$ cat src/sv/table_cell_grid_placement_assert.svh
// ----------------------------------------------------------------------------
// Table cell grid placement: assertion macros
// Shared concurrent assertion forms, clocked by clk and disabled in reset.
// ----------------------------------------------------------------------------
`ifndef TABLE_CELL_GRID_PLACEMENT_ASSERT_SVH
`define TABLE_CELL_GRID_PLACEMENT_ASSERT_SVH

// same-cycle implication
`define TCGP_ASSERT_IMP(label, ante, cons, msg) \
    label: assert property (@(posedge clk) disable iff (!rst_n) (ante) |-> (cons)) \
        else $error(msg);

// next-cycle implication
`define TCGP_ASSERT_NXT(label, ante, cons, msg) \
    label: assert property (@(posedge clk) disable iff (!rst_n) (ante) |=> (cons)) \
        else $error(msg);

`endif

$ cat src/sv/tcgp_pkg.sv
// ----------------------------------------------------------------------------
// Table cell grid placement package
// Widths, limits, command codes and the controller/datapath interface types.
// ----------------------------------------------------------------------------
`default_nettype none

package tcgp_pkg;

    localparam int MAX_COLUMNS_DEF = 64;

    localparam int CMD_W   = 2;
    localparam int CSPAN_W = 10;
    localparam int RSPAN_W = 16;
    localparam int CFG_W   = 16;

    localparam logic [CSPAN_W-1:0] COL_SPAN_LIMIT = 10'd1000;
    localparam logic [RSPAN_W-1:0] ROW_SPAN_LIMIT = 16'd65534;

    localparam logic [CMD_W-1:0] CMD_CELL      = 2'd0;
    localparam logic [CMD_W-1:0] CMD_ROW_END   = 2'd1;
    localparam logic [CMD_W-1:0] CMD_TABLE_END = 2'd2;

    // column sweep operations
    localparam logic [1:0] SW_MAX = 2'd0;   // raise held rows to the cell span
    localparam logic [1:0] SW_DEC = 2'd1;   // count held rows down by one
    localparam logic [1:0] SW_CLR = 2'd2;   // clear and find the last held column

    typedef struct packed {
        logic       accept;
        logic       skip_step;
        logic       place;
        logic       full;
        logic       row_end;
        logic       sweep_init;
        logic [1:0] sweep_op;
        logic       sweep_run;
        logic       table_fin;
        logic       load_out;
    } tcgp_cmd_t;

    typedef struct packed {
        logic [CMD_W-1:0] cmd;
        logic             cursor_full;
        logic             rd_nonzero;
        logic             rspan_multi;
        logic             sweep_done;
        logic             out_free;
    } tcgp_stat_t;

endpackage

`default_nettype wire

$ cat src/sv/tcgp_ram.sv
// ----------------------------------------------------------------------------
// Generic RAM
// One write port, one read port with registered read data.
// ----------------------------------------------------------------------------
`default_nettype none

module tcgp_ram #(
    parameter int WIDTH = 16,
    parameter int DEPTH = 64
) (
    input  wire logic                     clk,
    input  wire logic                     we,
    input  wire logic [$clog2(DEPTH)-1:0] waddr,
    input  wire logic [WIDTH-1:0]         wdata,
    input  wire logic [$clog2(DEPTH)-1:0] raddr,
    output logic      [WIDTH-1:0]         rdata
);

    logic [WIDTH-1:0] mem [DEPTH];

    always_ff @(posedge clk)
    begin
        if (we)
        begin
            mem[waddr] <= wdata;
        end
        rdata <= mem[raddr];
    end

endmodule

`default_nettype wire

$ cat src/sv/tcgp_ctrl.sv
// ----------------------------------------------------------------------------
// Table cell grid placement controller
// Sequences decode, column skip, placement, column sweeps and result load.
// ----------------------------------------------------------------------------
`default_nettype none

module tcgp_ctrl (
    input  wire logic                clk,
    input  wire logic                rst_n,
    input  wire logic                in_valid,
    output logic                     in_ready,
    input  wire tcgp_pkg::tcgp_stat_t stat,
    output tcgp_pkg::tcgp_cmd_t      cmd
);

    localparam logic [3:0] S_INIT     = 4'd0;
    localparam logic [3:0] S_SW_INIT  = 4'd1;
    localparam logic [3:0] S_IDLE     = 4'd2;
    localparam logic [3:0] S_DECODE   = 4'd3;
    localparam logic [3:0] S_SKIP_RD  = 4'd4;
    localparam logic [3:0] S_SKIP_CHK = 4'd5;
    localparam logic [3:0] S_PLACE    = 4'd6;
    localparam logic [3:0] S_SW_CELL  = 4'd7;
    localparam logic [3:0] S_SW_ROW   = 4'd8;
    localparam logic [3:0] S_SW_TAB   = 4'd9;
    localparam logic [3:0] S_RESULT   = 4'd10;

    logic [3:0] state_reg;
    logic [3:0] state_next;

    assign in_ready = (state_reg == S_IDLE);

    always_comb
    begin
        state_next = state_reg;
        cmd        = '0;
        case (state_reg)
            S_INIT:
            begin
                cmd.sweep_init = 1'b1;
                cmd.sweep_op   = tcgp_pkg::SW_CLR;
                state_next     = S_SW_INIT;
            end
            S_SW_INIT:
            begin
                cmd.sweep_run = 1'b1;
                if (stat.sweep_done)
                begin
                    state_next = S_IDLE;
                end
            end
            S_IDLE:
            begin
                if (in_valid)
                begin
                    cmd.accept = 1'b1;
                    state_next = S_DECODE;
                end
            end
            S_DECODE:
            begin
                case (stat.cmd)
                    tcgp_pkg::CMD_CELL:
                    begin
                        state_next = S_SKIP_RD;
                    end
                    tcgp_pkg::CMD_ROW_END:
                    begin
                        cmd.sweep_init = 1'b1;
                        cmd.sweep_op   = tcgp_pkg::SW_DEC;
                        cmd.row_end    = 1'b1;
                        state_next     = S_SW_ROW;
                    end
                    tcgp_pkg::CMD_TABLE_END:
                    begin
                        cmd.sweep_init = 1'b1;
                        cmd.sweep_op   = tcgp_pkg::SW_CLR;
                        state_next     = S_SW_TAB;
                    end
                    default:
                    begin
                        // unused command: drop without a result
                        state_next = S_IDLE;
                    end
                endcase
            end
            S_SKIP_RD:
            begin
                state_next = stat.cursor_full ? S_PLACE : S_SKIP_CHK;
            end
            S_SKIP_CHK:
            begin
                if (stat.rd_nonzero)
                begin
                    cmd.skip_step = 1'b1;
                    state_next    = S_SKIP_RD;
                end
                else
                begin
                    state_next = S_PLACE;
                end
            end
            S_PLACE:
            begin
                if (stat.cursor_full)
                begin
                    cmd.full   = 1'b1;
                    state_next = S_RESULT;
                end
                else
                begin
                    cmd.place  = 1'b1;
                    state_next = stat.rspan_multi ? S_SW_CELL : S_RESULT;
                end
            end
            S_SW_CELL, S_SW_ROW:
            begin
                cmd.sweep_run = 1'b1;
                if (stat.sweep_done)
                begin
                    state_next = S_RESULT;
                end
            end
            S_SW_TAB:
            begin
                cmd.sweep_run = 1'b1;
                if (stat.sweep_done)
                begin
                    cmd.table_fin = 1'b1;
                    state_next    = S_RESULT;
                end
            end
            S_RESULT:
            begin
                if (stat.out_free)
                begin
                    cmd.load_out = 1'b1;
                    state_next   = S_IDLE;
                end
            end
            default:
            begin
                state_next = S_INIT;
            end
        endcase
    end

    always_ff @(posedge clk or negedge rst_n)
    begin
        if (!rst_n)
        begin
            state_reg <= S_INIT;
        end
        else
        begin
            state_reg <= state_next;
        end
    end

endmodule

`default_nettype wire

$ cat src/sv/tcgp_dp.sv
// ----------------------------------------------------------------------------
// Table cell grid placement datapath
// Span normalization, column cursor, held-row memory with its sweep engine,
// and the result and output registers.
// ----------------------------------------------------------------------------
`default_nettype none
`include "table_cell_grid_placement_assert.svh"

module tcgp_dp #(
    parameter int MAX_COLUMNS = tcgp_pkg::MAX_COLUMNS_DEF
) (
    input  wire logic                          clk,
    input  wire logic                          rst_n,
    input  wire logic                          cfg_we,
    input  wire logic [tcgp_pkg::CFG_W-1:0]    cfg_wdata,
    input  wire logic [tcgp_pkg::CMD_W-1:0]    command,
    input  wire logic [tcgp_pkg::CSPAN_W-1:0]  cell_cols,
    input  wire logic [tcgp_pkg::RSPAN_W-1:0]  cell_rows,
    input  wire logic                          out_ready,
    input  wire tcgp_pkg::tcgp_cmd_t           cmd,
    output tcgp_pkg::tcgp_stat_t               stat,
    output logic                               out_valid,
    output logic [5:0]                         start_column,
    output logic [6:0]                         used_col_span,
    output logic [15:0]                        used_row_span,
    output logic [6:0]                         column_count,
    output logic                               overflow
);

    localparam int CW   = $clog2(MAX_COLUMNS + 1);
    localparam int AW   = $clog2(MAX_COLUMNS);
    localparam int CMPW = (CW > tcgp_pkg::CSPAN_W) ? CW : tcgp_pkg::CSPAN_W;
    localparam int RW   = tcgp_pkg::RSPAN_W;
    localparam logic [CW-1:0] MAX_C = CW'(MAX_COLUMNS);

    // configuration and latched item
    logic [RW-1:0]               row_total_reg, row_total_next;
    logic [tcgp_pkg::CMD_W-1:0]  cmd_reg, cmd_next;
    logic [tcgp_pkg::CSPAN_W-1:0] cspan_reg, cspan_next;
    logic [RW-1:0]               rspan_reg, rspan_next;

    // table state
    logic [CW-1:0] cursor_reg, cursor_next;
    logic [CW-1:0] cols_used_reg, cols_used_next;
    logic [RW-1:0] row_index_reg, row_index_next;

    // sweep engine
    logic [CW-1:0] ptr_reg, ptr_next;
    logic [CW-1:0] sw_end_reg, sw_end_next;
    logic [1:0]    sw_op_reg, sw_op_next;
    logic          wb_valid_reg, wb_valid_next;
    logic [AW-1:0] wb_addr_reg, wb_addr_next;
    logic [CW-1:0] total_reg, total_next;

    // staged result
    logic [CW-1:0] res_start_reg, res_start_next;
    logic [CW-1:0] res_used_reg, res_used_next;
    logic [RW-1:0] res_rspan_reg, res_rspan_next;
    logic [CW-1:0] res_count_reg, res_count_next;
    logic          res_ovf_reg, res_ovf_next;

    // output register
    logic          out_valid_reg, out_valid_next;
    logic [5:0]    out_start_reg, out_start_next;
    logic [6:0]    out_used_reg, out_used_next;
    logic [15:0]   out_rspan_reg, out_rspan_next;
    logic [6:0]    out_count_reg, out_count_next;
    logic          out_ovf_reg, out_ovf_next;

    // memory port
    logic          ram_we;
    logic [AW-1:0] ram_raddr;
    logic [RW-1:0] ram_wdata;
    logic [RW-1:0] ram_rdata;

    // combinational helpers
    logic [RW-1:0]               rs_sat, remaining, rs_zero, rs_fix, rs_clamp;
    logic [tcgp_pkg::CSPAN_W-1:0] cs_norm;
    logic [CW-1:0]               room, used, new_cursor, wb_next1;
    logic [CMPW-1:0]             cs_ext, room_ext;
    logic                        clip;
    logic [31:0]                 res_start_w, res_used_w, res_count_w;

    tcgp_ram #(
        .WIDTH (RW),
        .DEPTH (MAX_COLUMNS)
    ) u_held_rows (
        .clk   (clk),
        .we    (ram_we),
        .waddr (wb_addr_reg),
        .wdata (ram_wdata),
        .raddr (ram_raddr),
        .rdata (ram_rdata)
    );

    // row and column span rules at accept
    always_comb
    begin
        rs_sat    = (cell_rows > tcgp_pkg::ROW_SPAN_LIMIT) ? tcgp_pkg::ROW_SPAN_LIMIT
                                                          : cell_rows;
        remaining = (row_index_reg < row_total_reg) ? (row_total_reg - row_index_reg)
                                                    : '0;
        rs_zero   = (remaining != '0) ? remaining : RW'(1);
        rs_fix    = (rs_sat == '0) ? rs_zero : rs_sat;
        rs_clamp  = ((remaining != '0) && (rs_fix > remaining)) ? remaining : rs_fix;
        if (cell_cols == '0)
        begin
            cs_norm = tcgp_pkg::CSPAN_W'(1);
        end
        else if (cell_cols > tcgp_pkg::COL_SPAN_LIMIT)
        begin
            cs_norm = tcgp_pkg::COL_SPAN_LIMIT;
        end
        else
        begin
            cs_norm = cell_cols;
        end
    end

    // column clipping at placement
    assign room       = MAX_C - cursor_reg;
    assign cs_ext     = CMPW'(cspan_reg);
    assign room_ext   = CMPW'(room);
    assign clip       = (cs_ext > room_ext);
    assign used       = clip ? room : cs_ext[CW-1:0];
    assign new_cursor = cursor_reg + used;
    assign wb_next1   = CW'(wb_addr_reg) + CW'(1);

    assign ram_raddr = cmd.sweep_run ? ptr_reg[AW-1:0] : cursor_reg[AW-1:0];
    assign ram_we    = cmd.sweep_run && wb_valid_reg;

    always_comb
    begin
        case (sw_op_reg)
            tcgp_pkg::SW_MAX: ram_wdata = (ram_rdata < rspan_reg) ? rspan_reg : ram_rdata;
            tcgp_pkg::SW_DEC: ram_wdata = (ram_rdata != '0) ? (ram_rdata - RW'(1)) : '0;
            default:          ram_wdata = '0;
        endcase
    end

    assign res_start_w = 32'(res_start_reg);
    assign res_used_w  = 32'(res_used_reg);
    assign res_count_w = 32'(res_count_reg);

    always_comb
    begin
        row_total_next = cfg_we ? cfg_wdata : row_total_reg;
        cmd_next       = cmd_reg;
        cspan_next     = cspan_reg;
        rspan_next     = rspan_reg;
        cursor_next    = cursor_reg;
        cols_used_next = cols_used_reg;
        row_index_next = row_index_reg;
        ptr_next       = ptr_reg;
        sw_end_next    = sw_end_reg;
        sw_op_next     = sw_op_reg;
        wb_valid_next  = wb_valid_reg;
        wb_addr_next   = wb_addr_reg;
        total_next     = total_reg;
        res_start_next = res_start_reg;
        res_used_next  = res_used_reg;
        res_rspan_next = res_rspan_reg;
        res_count_next = res_count_reg;
        res_ovf_next   = res_ovf_reg;
        out_valid_next = out_valid_reg;
        out_start_next = out_start_reg;
        out_used_next  = out_used_reg;
        out_rspan_next = out_rspan_reg;
        out_count_next = out_count_reg;
        out_ovf_next   = out_ovf_reg;

        if (cmd.accept)
        begin
            cmd_next   = command;
            cspan_next = cs_norm;
            rspan_next = rs_clamp;
        end

        if (cmd.skip_step)
        begin
            cursor_next = cursor_reg + CW'(1);
        end

        if (cmd.full)
        begin
            res_start_next = '0;
            res_used_next  = '0;
            res_rspan_next = rspan_reg;
            res_count_next = cols_used_reg;
            res_ovf_next   = 1'b1;
        end

        if (cmd.place)
        begin
            cursor_next    = new_cursor;
            cols_used_next = (cols_used_reg < new_cursor) ? new_cursor : cols_used_reg;
            ptr_next       = cursor_reg;
            sw_end_next    = new_cursor;
            sw_op_next     = tcgp_pkg::SW_MAX;
            wb_valid_next  = 1'b0;
            res_start_next = cursor_reg;
            res_used_next  = used;
            res_rspan_next = rspan_reg;
            res_count_next = (cols_used_reg < new_cursor) ? new_cursor : cols_used_reg;
            res_ovf_next   = clip;
        end

        if (cmd.row_end)
        begin
            cursor_next    = '0;
            row_index_next = (row_index_reg != '1) ? (row_index_reg + RW'(1))
                                                   : row_index_reg;
            res_start_next = '0;
            res_used_next  = '0;
            res_rspan_next = '0;
            res_count_next = cols_used_reg;
            res_ovf_next   = 1'b0;
        end

        if (cmd.sweep_init)
        begin
            ptr_next      = '0;
            sw_end_next   = MAX_C;
            sw_op_next    = cmd.sweep_op;
            wb_valid_next = 1'b0;
            total_next    = cols_used_reg;
        end

        // read one column ahead, write back the column read last cycle
        if (cmd.sweep_run)
        begin
            if (ptr_reg != sw_end_reg)
            begin
                ptr_next      = ptr_reg + CW'(1);
                wb_valid_next = 1'b1;
                wb_addr_next  = ptr_reg[AW-1:0];
            end
            else
            begin
                wb_valid_next = 1'b0;
            end
            if (wb_valid_reg && (sw_op_reg == tcgp_pkg::SW_CLR) && (ram_rdata != '0)
                && (total_reg < wb_next1))
            begin
                total_next = wb_next1;
            end
        end

        if (cmd.table_fin)
        begin
            res_start_next = '0;
            res_used_next  = '0;
            res_rspan_next = '0;
            res_count_next = total_reg;
            res_ovf_next   = 1'b0;
            cursor_next    = '0;
            cols_used_next = '0;
            row_index_next = '0;
        end

        if (out_valid_reg && out_ready)
        begin
            out_valid_next = 1'b0;
        end
        if (cmd.load_out)
        begin
            out_valid_next = 1'b1;
            out_start_next = res_start_w[5:0];
            out_used_next  = res_used_w[6:0];
            out_rspan_next = res_rspan_reg;
            out_count_next = res_count_w[6:0];
            out_ovf_next   = res_ovf_reg;
        end
    end

    always_ff @(posedge clk or negedge rst_n)
    begin
        if (!rst_n)
        begin
            row_total_reg <= '0;
            cursor_reg    <= '0;
            cols_used_reg <= '0;
            row_index_reg <= '0;
            ptr_reg       <= '0;
            sw_end_reg    <= '0;
            sw_op_reg     <= tcgp_pkg::SW_CLR;
            wb_valid_reg  <= 1'b0;
            out_valid_reg <= 1'b0;
        end
        else
        begin
            row_total_reg <= row_total_next;
            cursor_reg    <= cursor_next;
            cols_used_reg <= cols_used_next;
            row_index_reg <= row_index_next;
            ptr_reg       <= ptr_next;
            sw_end_reg    <= sw_end_next;
            sw_op_reg     <= sw_op_next;
            wb_valid_reg  <= wb_valid_next;
            out_valid_reg <= out_valid_next;
        end
    end

    always_ff @(posedge clk)
    begin
        cmd_reg       <= cmd_next;
        cspan_reg     <= cspan_next;
        rspan_reg     <= rspan_next;
        wb_addr_reg   <= wb_addr_next;
        total_reg     <= total_next;
        res_start_reg <= res_start_next;
        res_used_reg  <= res_used_next;
        res_rspan_reg <= res_rspan_next;
        res_count_reg <= res_count_next;
        res_ovf_reg   <= res_ovf_next;
        out_start_reg <= out_start_next;
        out_used_reg  <= out_used_next;
        out_rspan_reg <= out_rspan_next;
        out_count_reg <= out_count_next;
        out_ovf_reg   <= out_ovf_next;
    end

    always_comb
    begin
        stat.cmd         = cmd_reg;
        stat.cursor_full = (cursor_reg == MAX_C);
        stat.rd_nonzero  = (ram_rdata != '0);
        stat.rspan_multi = (rspan_reg > RW'(1));
        stat.sweep_done  = (ptr_reg == sw_end_reg) && !wb_valid_reg;
        stat.out_free    = !out_valid_reg || out_ready;
    end

    assign out_valid     = out_valid_reg;
    assign start_column  = out_start_reg;
    assign used_col_span = out_used_reg;
    assign used_row_span = out_rspan_reg;
    assign column_count  = out_count_reg;
    assign overflow      = out_ovf_reg;

    `TCGP_ASSERT_IMP(a_cursor_range, 1'b1, cursor_reg <= MAX_C,
        "cursor past column limit")
    `TCGP_ASSERT_IMP(a_cursor_used, 1'b1, cursor_reg <= cols_used_reg,
        "cursor past used columns")
    `TCGP_ASSERT_IMP(a_wb_in_range, ram_we, CW'(wb_addr_reg) < sw_end_reg,
        "write past sweep end")
    `TCGP_ASSERT_IMP(a_no_overwrite, cmd.load_out, !out_valid_reg || out_ready,
        "pending result lost")
    `TCGP_ASSERT_NXT(a_table_clear, cmd.table_fin,
        cursor_reg == '0 && cols_used_reg == '0 && row_index_reg == '0,
        "table state not cleared")

endmodule

`default_nettype wire

$ cat src/sv/table_cell_grid_placement.sv
// Cell: decode, then a read and a check per held column skipped, then placement;
//   a row span above 1 adds a sweep over the columns covered.
// End of row and end of table: a sweep over all MAX_COLUMNS columns.
// Throughput: one transaction at a time; the next accept can come in the cycle
//   after the result loads, while that result waits in the output register.
// Reset: a clearing pass zeroes the memory; no input is taken during it.
// ----------------------------------------------------------------------------
// Table cell grid placement
// Places table cells on a column grid, holding columns for spanning cells.
// ----------------------------------------------------------------------------
`default_nettype none

module table_cell_grid_placement #(
    parameter int MAX_COLUMNS = tcgp_pkg::MAX_COLUMNS_DEF
) (
    input  wire logic                          clk,
    input  wire logic                          rst_n,
    input  wire logic                          cfg_we,
    input  wire logic [tcgp_pkg::CFG_W-1:0]    cfg_wdata,
    input  wire logic                          in_valid,
    output logic                               in_ready,
    input  wire logic [tcgp_pkg::CMD_W-1:0]    command,
    input  wire logic [tcgp_pkg::CSPAN_W-1:0]  cell_cols,
    input  wire logic [tcgp_pkg::RSPAN_W-1:0]  cell_rows,
    output logic                               out_valid,
    input  wire logic                          out_ready,
    output logic [5:0]                         start_column,
    output logic [6:0]                         used_col_span,
    output logic [15:0]                        used_row_span,
    output logic [6:0]                         column_count,
    output logic                               overflow
);

    tcgp_pkg::tcgp_cmd_t  cmd;
    tcgp_pkg::tcgp_stat_t stat;

    tcgp_ctrl u_ctrl (
        .clk      (clk),
        .rst_n    (rst_n),
        .in_valid (in_valid),
        .in_ready (in_ready),
        .stat     (stat),
        .cmd      (cmd)
    );

    tcgp_dp #(
        .MAX_COLUMNS (MAX_COLUMNS)
    ) u_dp (
        .clk           (clk),
        .rst_n         (rst_n),
        .cfg_we        (cfg_we),
        .cfg_wdata     (cfg_wdata),
        .command       (command),
        .cell_cols     (cell_cols),
        .cell_rows     (cell_rows),
        .out_ready     (out_ready),
        .cmd           (cmd),
        .stat          (stat),
        .out_valid     (out_valid),
        .start_column  (start_column),
        .used_col_span (used_col_span),
        .used_row_span (used_row_span),
        .column_count  (column_count),
        .overflow      (overflow)
    );

endmodule

`default_nettype wire

$ cat config.mk
export PLATFORM = sky130hd
export DESIGN_NAME = table_cell_grid_placement
export DESIGN_NICKNAME = d
export VERILOG_FILES = /design/src/sv/tcgp_pkg.sv /design/src/sv/tcgp_ram.sv /design/src/sv/tcgp_ctrl.sv /design/src/sv/tcgp_dp.sv /design/src/sv/table_cell_grid_placement.sv
export VERILOG_INCLUDE_DIRS = /design/src /design/src/sv
export SDC_FILE = /design/constraint.sdc
export NUM_CORES = 2
export LEC_CHECK = 0
export ABC_CLOCK_PERIOD_IN_PS = 8400
export BUFFER_PORTS_ARGS = -buffer_cell sky130_fd_sc_hd__buf_2
export CORE_UTILIZATION = 65
export CTS_BUF_LIST = sky130_fd_sc_hd__clkbuf_4 sky130_fd_sc_hd__clkbuf_8
export DETAILED_ROUTE_END_ITERATION = 7
export PLACE_DENSITY = 0.89
export SYNTH_ARGS = -nofsm -noshare
export SYNTH_HDL_FRONTEND = slang
export SYNTH_SLANG_ARGS = --single-unit
$ cat constraint.sdc
create_clock -name clk -period 8.4 [get_ports clk]
set_clock_uncertainty 0.2 [all_clocks]
set_input_delay 0.84 -clock clk [delete_from_list [all_inputs] [get_ports clk]]
set_output_delay 0.84 -clock clk [all_outputs]
set_load 0.1 [all_outputs]
==> impl.org <==
** STA
- Number of endpoints with negative hold slack in the final report :: 0
- Adding up every negative setup slack in the final design gives 0 ps.
- Setup repair after global routing missed its margin :: no
- Setup violations remaining at the end of the flow were counted as 0.
- Highest achievable clock rate :: roughly 0.14 GHz
- Ratio of final minimum period to clock period :: 84.7%
- Count of final max-slew check failures :: 0
- Slew at the pin closest to its max-slew limit :: 1410 ps
- Measured against its own limit, the worst slew margin works out to 5.72%.
- Shortest clock period the worst path allows after layout :: 7110 ps

** Worst setup path
- For the worst setup path, the data arrival time is 7600 ps.
- Required time at the endpoint of the critical path :: 8890 ps
- STA classifies the critical path startpoint as a register.
- STA classifies the critical path endpoint as a register.
- Worst Path Max Fanout :: 11
- Type of the worst setup path :: register to register
- Measured in cells, the most critical reg-to-reg path has a length of 25.

** GRT
- Global routing finished with a remaining overflow of 0.
- Entering global routing, the biggest net connects 96 pins.
- Wire length of the first global-routing pass :: 184 mm
- Overall global routing resource usage :: a little under a third
- Initial antenna violation count :: 10
- Vias in the first global route :: 30100

** Pwr
- Cell internal power was estimated by the tool at 14.3 mW.
- Reg power frac :: 38.8%
- Overall power consumption :: roughly 23 mW
- Net switching is 37.4% of the power.
- Per report_power, the clock group accounts for 22.2% of the total.
- Leak Pwr :: 19.8 nW
- Combinational Power Share :: 39.0%
- Cell Pwr Density :: 402 mW/mm²
- For this design the total switching power over the nets is around 8.5 mW.
- Peak supply drop :: 0.342 mV

** CTS
- The H-tree generated during clock tree synthesis spans 4 levels.
- CTS clk-pin slew, worst paths :: 60 ps
- Buffers added to address setup during post-CTS repair amount to 0.
- CTS Sinks :: 1223
- Counting along the longest clock path gives a buffer depth of 3.
- The number of gates resized after CTS was 0.
- Clock buffer count from CTS :: 186
- Hold buffer count at cts :: 10
- Root Driver :: sky130_fd_sc_hd__clkbuf_8
- Clock tree from TritonCTS :: done
- Clock insertion delay at the later pin of the skew report :: 840 ps

** Hold path
- In this run the worst hold path is classified as primary input to async pin.

** Layout
- Area of all placed cells without fillers :: 0.0567 mm²
- The net count of the finished layout is 3452.
- Top register by number of flip-flops :: u_dp.u_held_rows.mem
- Once layout is complete, the cells apart from fillers number 4516.
- Fraction of layout instances using a drive strength above 1 :: 22.5%
- Layout Area Growth over Synthesis :: 11.8%
- Number of flip-flops in the largest register :: 1024

** Die
- In this run the horizontal extent of the chip is 281 µm.
- Die height :: about 280 µm
- Core region area :: 0.0773 mm²
- For this configuration, the core starts out at a cell density of 65.6%.
- I/O pin count :: 88
- Die Footprint :: 0.0792 mm²
- In this run the core area contains 102 standard-cell rows.

** Synthesis
- Mapped Cells :: 3090
- The average instance in the mapped netlist occupies 16.4 µm².
- Synth top area share :: 65.2%
- In the synthesized netlist the async set-or-reset flop fraction comes to 5.56%.
- The number of different library cells used by synthesis comes to between 80 and 90.
- Synth warn :: 0
- The synthesized netlist occupies a cell area of 0.0508 mm².
- By area the synthesized netlist is led by sky130_fd_sc_hd__edfxtp_1 (65%), sky130_fd_sc_hd__mux4_2 (9.9%), sky130_fd_sc_hd__dfrtp_1 (3.3%), sky130_fd_sc_hd__mux2i_1 (2.3%), sky130_fd_sc_hd__nand2_1 (2.1%).
- Of all cell types, the one taking the most synthesized area is sky130_fd_sc_hd__edfxtp_1.
- Most instantiated flip-flop cell in the synthesis netlist :: sky130_fd_sc_hd__edfxtp_1
- The commonest cells after synthesis are sky130_fd_sc_hd__edfxtp_1 (1102), sky130_fd_sc_hd__nand2_1 (287), sky130_fd_sc_hd__mux4_2 (224).
- Synthesis produced a netlist with a net count of roughly 3200.
- Most common cell in the synthesized netlist :: sky130_fd_sc_hd__edfxtp_1
- The synthesized design contains 1223 register bits.
- Number of flops mapped to enable cells by yosys :: 1102
- For this run, the register share of the synthesized area comes to a little over two thirds.

** Routing
- The pre-antenna-repair detailed-routing pass consisted of 8 iterations.
- Met3 wire length :: between 10 and 15 mm
- In the routed design, unresolved DRC markers number 0.
- Summed over all layers, the routed wires come to 123 mm.
- Starting DRC count in detailed routing :: 4100
- In the final routed layout, each cell accounts on average for about 27 µm.
- Met2 Routed Length :: 59.6 mm
- Antenna-violating nets left :: 0
- Vias per std cell :: between 6 and 7
- Detailed routing inserted a total of 30200 vias.
- Top routing layer used :: met5
- After detailed routing, the wire length on met1 is 43.8 mm.

** Job
- Across the run, the number of max-cap violations was 0.

** Place
- Placer Congestion :: between 0.9 and 1
- The wire-length estimate of the detail-placed layout is about 75 mm.
- The placed instances occupy a cell area of 0.0528 mm².
- Input and output buffers added on the ports amount to 87.
- In this run, placement finished with an instance count of about 4200.

** Outcome
- Outcome :: finished, final reports clean
==> layer usage <==
metal	up-vias	GRT usage, %
met2	2248	50.8
met4	6	16.0
met5	-	0
met3	407	6.19
met1	14900	42.4
li1	12600	-
==> kinds of logic (layout without fill, tap and decap cells) <==
family,count (synthesis),after routing,share of synthesized area [%]
DFF,1223,1223,70.6
and+or+nand+nor,782,782,7.17
muxes,368,368,12.8
AOI/OAI and AO/OA,353,353,4.43
buffers and inverters,224,607,1.85
adders and majority gates,87,87,2.15
xor gates and xnor gates,53,53,0.915
other,0,3,0
==> final cells by class <==
cell class	instances	area [µm²]
sequential	1223	35900
fill	4323	20600
multi-input combinational	1643	14100
clock buffer	257	3150
tap	1040	1300
timing repair buffer	195	1290
clock inverter	84	717
inverter	71	267
antenna	3	7.51
==> power groups by stage <==
stage / registers (mW) / clock network (mW) / logic, mW
floorplan: 8.96 / 0 / 5.80
global placement: 8.90 / 0 / 8.28
detailed placement: 8.93 / 0 / 8.69
CTS: 8.81 / 5.11 / 8.77
global route: 8.86 / 5.37 / 9.40
finish: 8.84 / 5.07 / 8.88
==> final timing paths <==
kind,startpoint,endpoint,slack (ps)
min,rst_n,u_dp.row_index_reg[4],40
max reg2reg,u_dp.cursor_reg[0],u_dp.res_count_reg[3],1290
min in group clk,cfg_wdata[11],u_dp.row_total_reg[11],50
max in group asynchronous,rst_n,u_dp.cursor_reg[0],7300
min reg2reg,u_dp.res_count_reg[4],u_dp.column_count[4],220
max,u_dp.cursor_reg[0],u_dp.res_count_reg[3],1290
==> metrics by stage <==
step | hold WS, ps | util (%) | worst slack, ps
after global routing | 18.6 | 73.3 | 723
after floorplan | 200 | - | 1650
final | 41.8 | 73.4 | 1290
after detailed placement | 205 | 68.2 | 1310
after global placement | 201 | 68.2 | 1610
after CTS | 0.465 | 73.3 | 1280
==> layout by cell type, fill, tap and decap left out, drive strengths merged, types with 53 or more instances in the layout <==
cell	synthesis	layout
edfxtp	1102	1102
nand2	287	287
clkbuf	84	258
mux4	224	224
buf	69	184
nor2	167	167
nand3	120	120
mux2i	118	118
a21oi	92	92
o21ai	88	88
ha	81	81
inv	71	79
dfrtp	67	67
clkinv	0	65
o22ai	56	56
dfxtp	53	53
==> critical path, stage by stage, from the launching register on <==
cell and delay (ps):
sky130_fd_sc_hd__dfrtp_1 510, sky130_fd_sc_hd__inv_1 240, sky130_fd_sc_hd__ha_1 220, sky130_fd_sc_hd__nand2_1 80
sky130_fd_sc_hd__nor3_1 470, sky130_fd_sc_hd__xnor2_1 200, sky130_fd_sc_hd__ha_1 230, sky130_fd_sc_hd__nor4_1 280
sky130_fd_sc_hd__o21ai_0 130, sky130_fd_sc_hd__a2111o_1 600, sky130_fd_sc_hd__mux2_2 380, sky130_fd_sc_hd__ha_1 310
sky130_fd_sc_hd__a21o_1 170, sky130_fd_sc_hd__a21oi_1 170, sky130_fd_sc_hd__xnor2_1 190, sky130_fd_sc_hd__inv_1 80
sky130_fd_sc_hd__ha_1 210, sky130_fd_sc_hd__or3_1 360, sky130_fd_sc_hd__o21ai_0 110, sky130_fd_sc_hd__a21oi_1 70
sky130_fd_sc_hd__nand3_1 100, sky130_fd_sc_hd__nand3_1 80, sky130_fd_sc_hd__maj3_1 360, sky130_fd_sc_hd__maj3_1 440
sky130_fd_sc_hd__o21ai_0 490, sky130_fd_sc_hd__o221a_2 310
No activity file was read; power rests on OpenSTA's default activity.
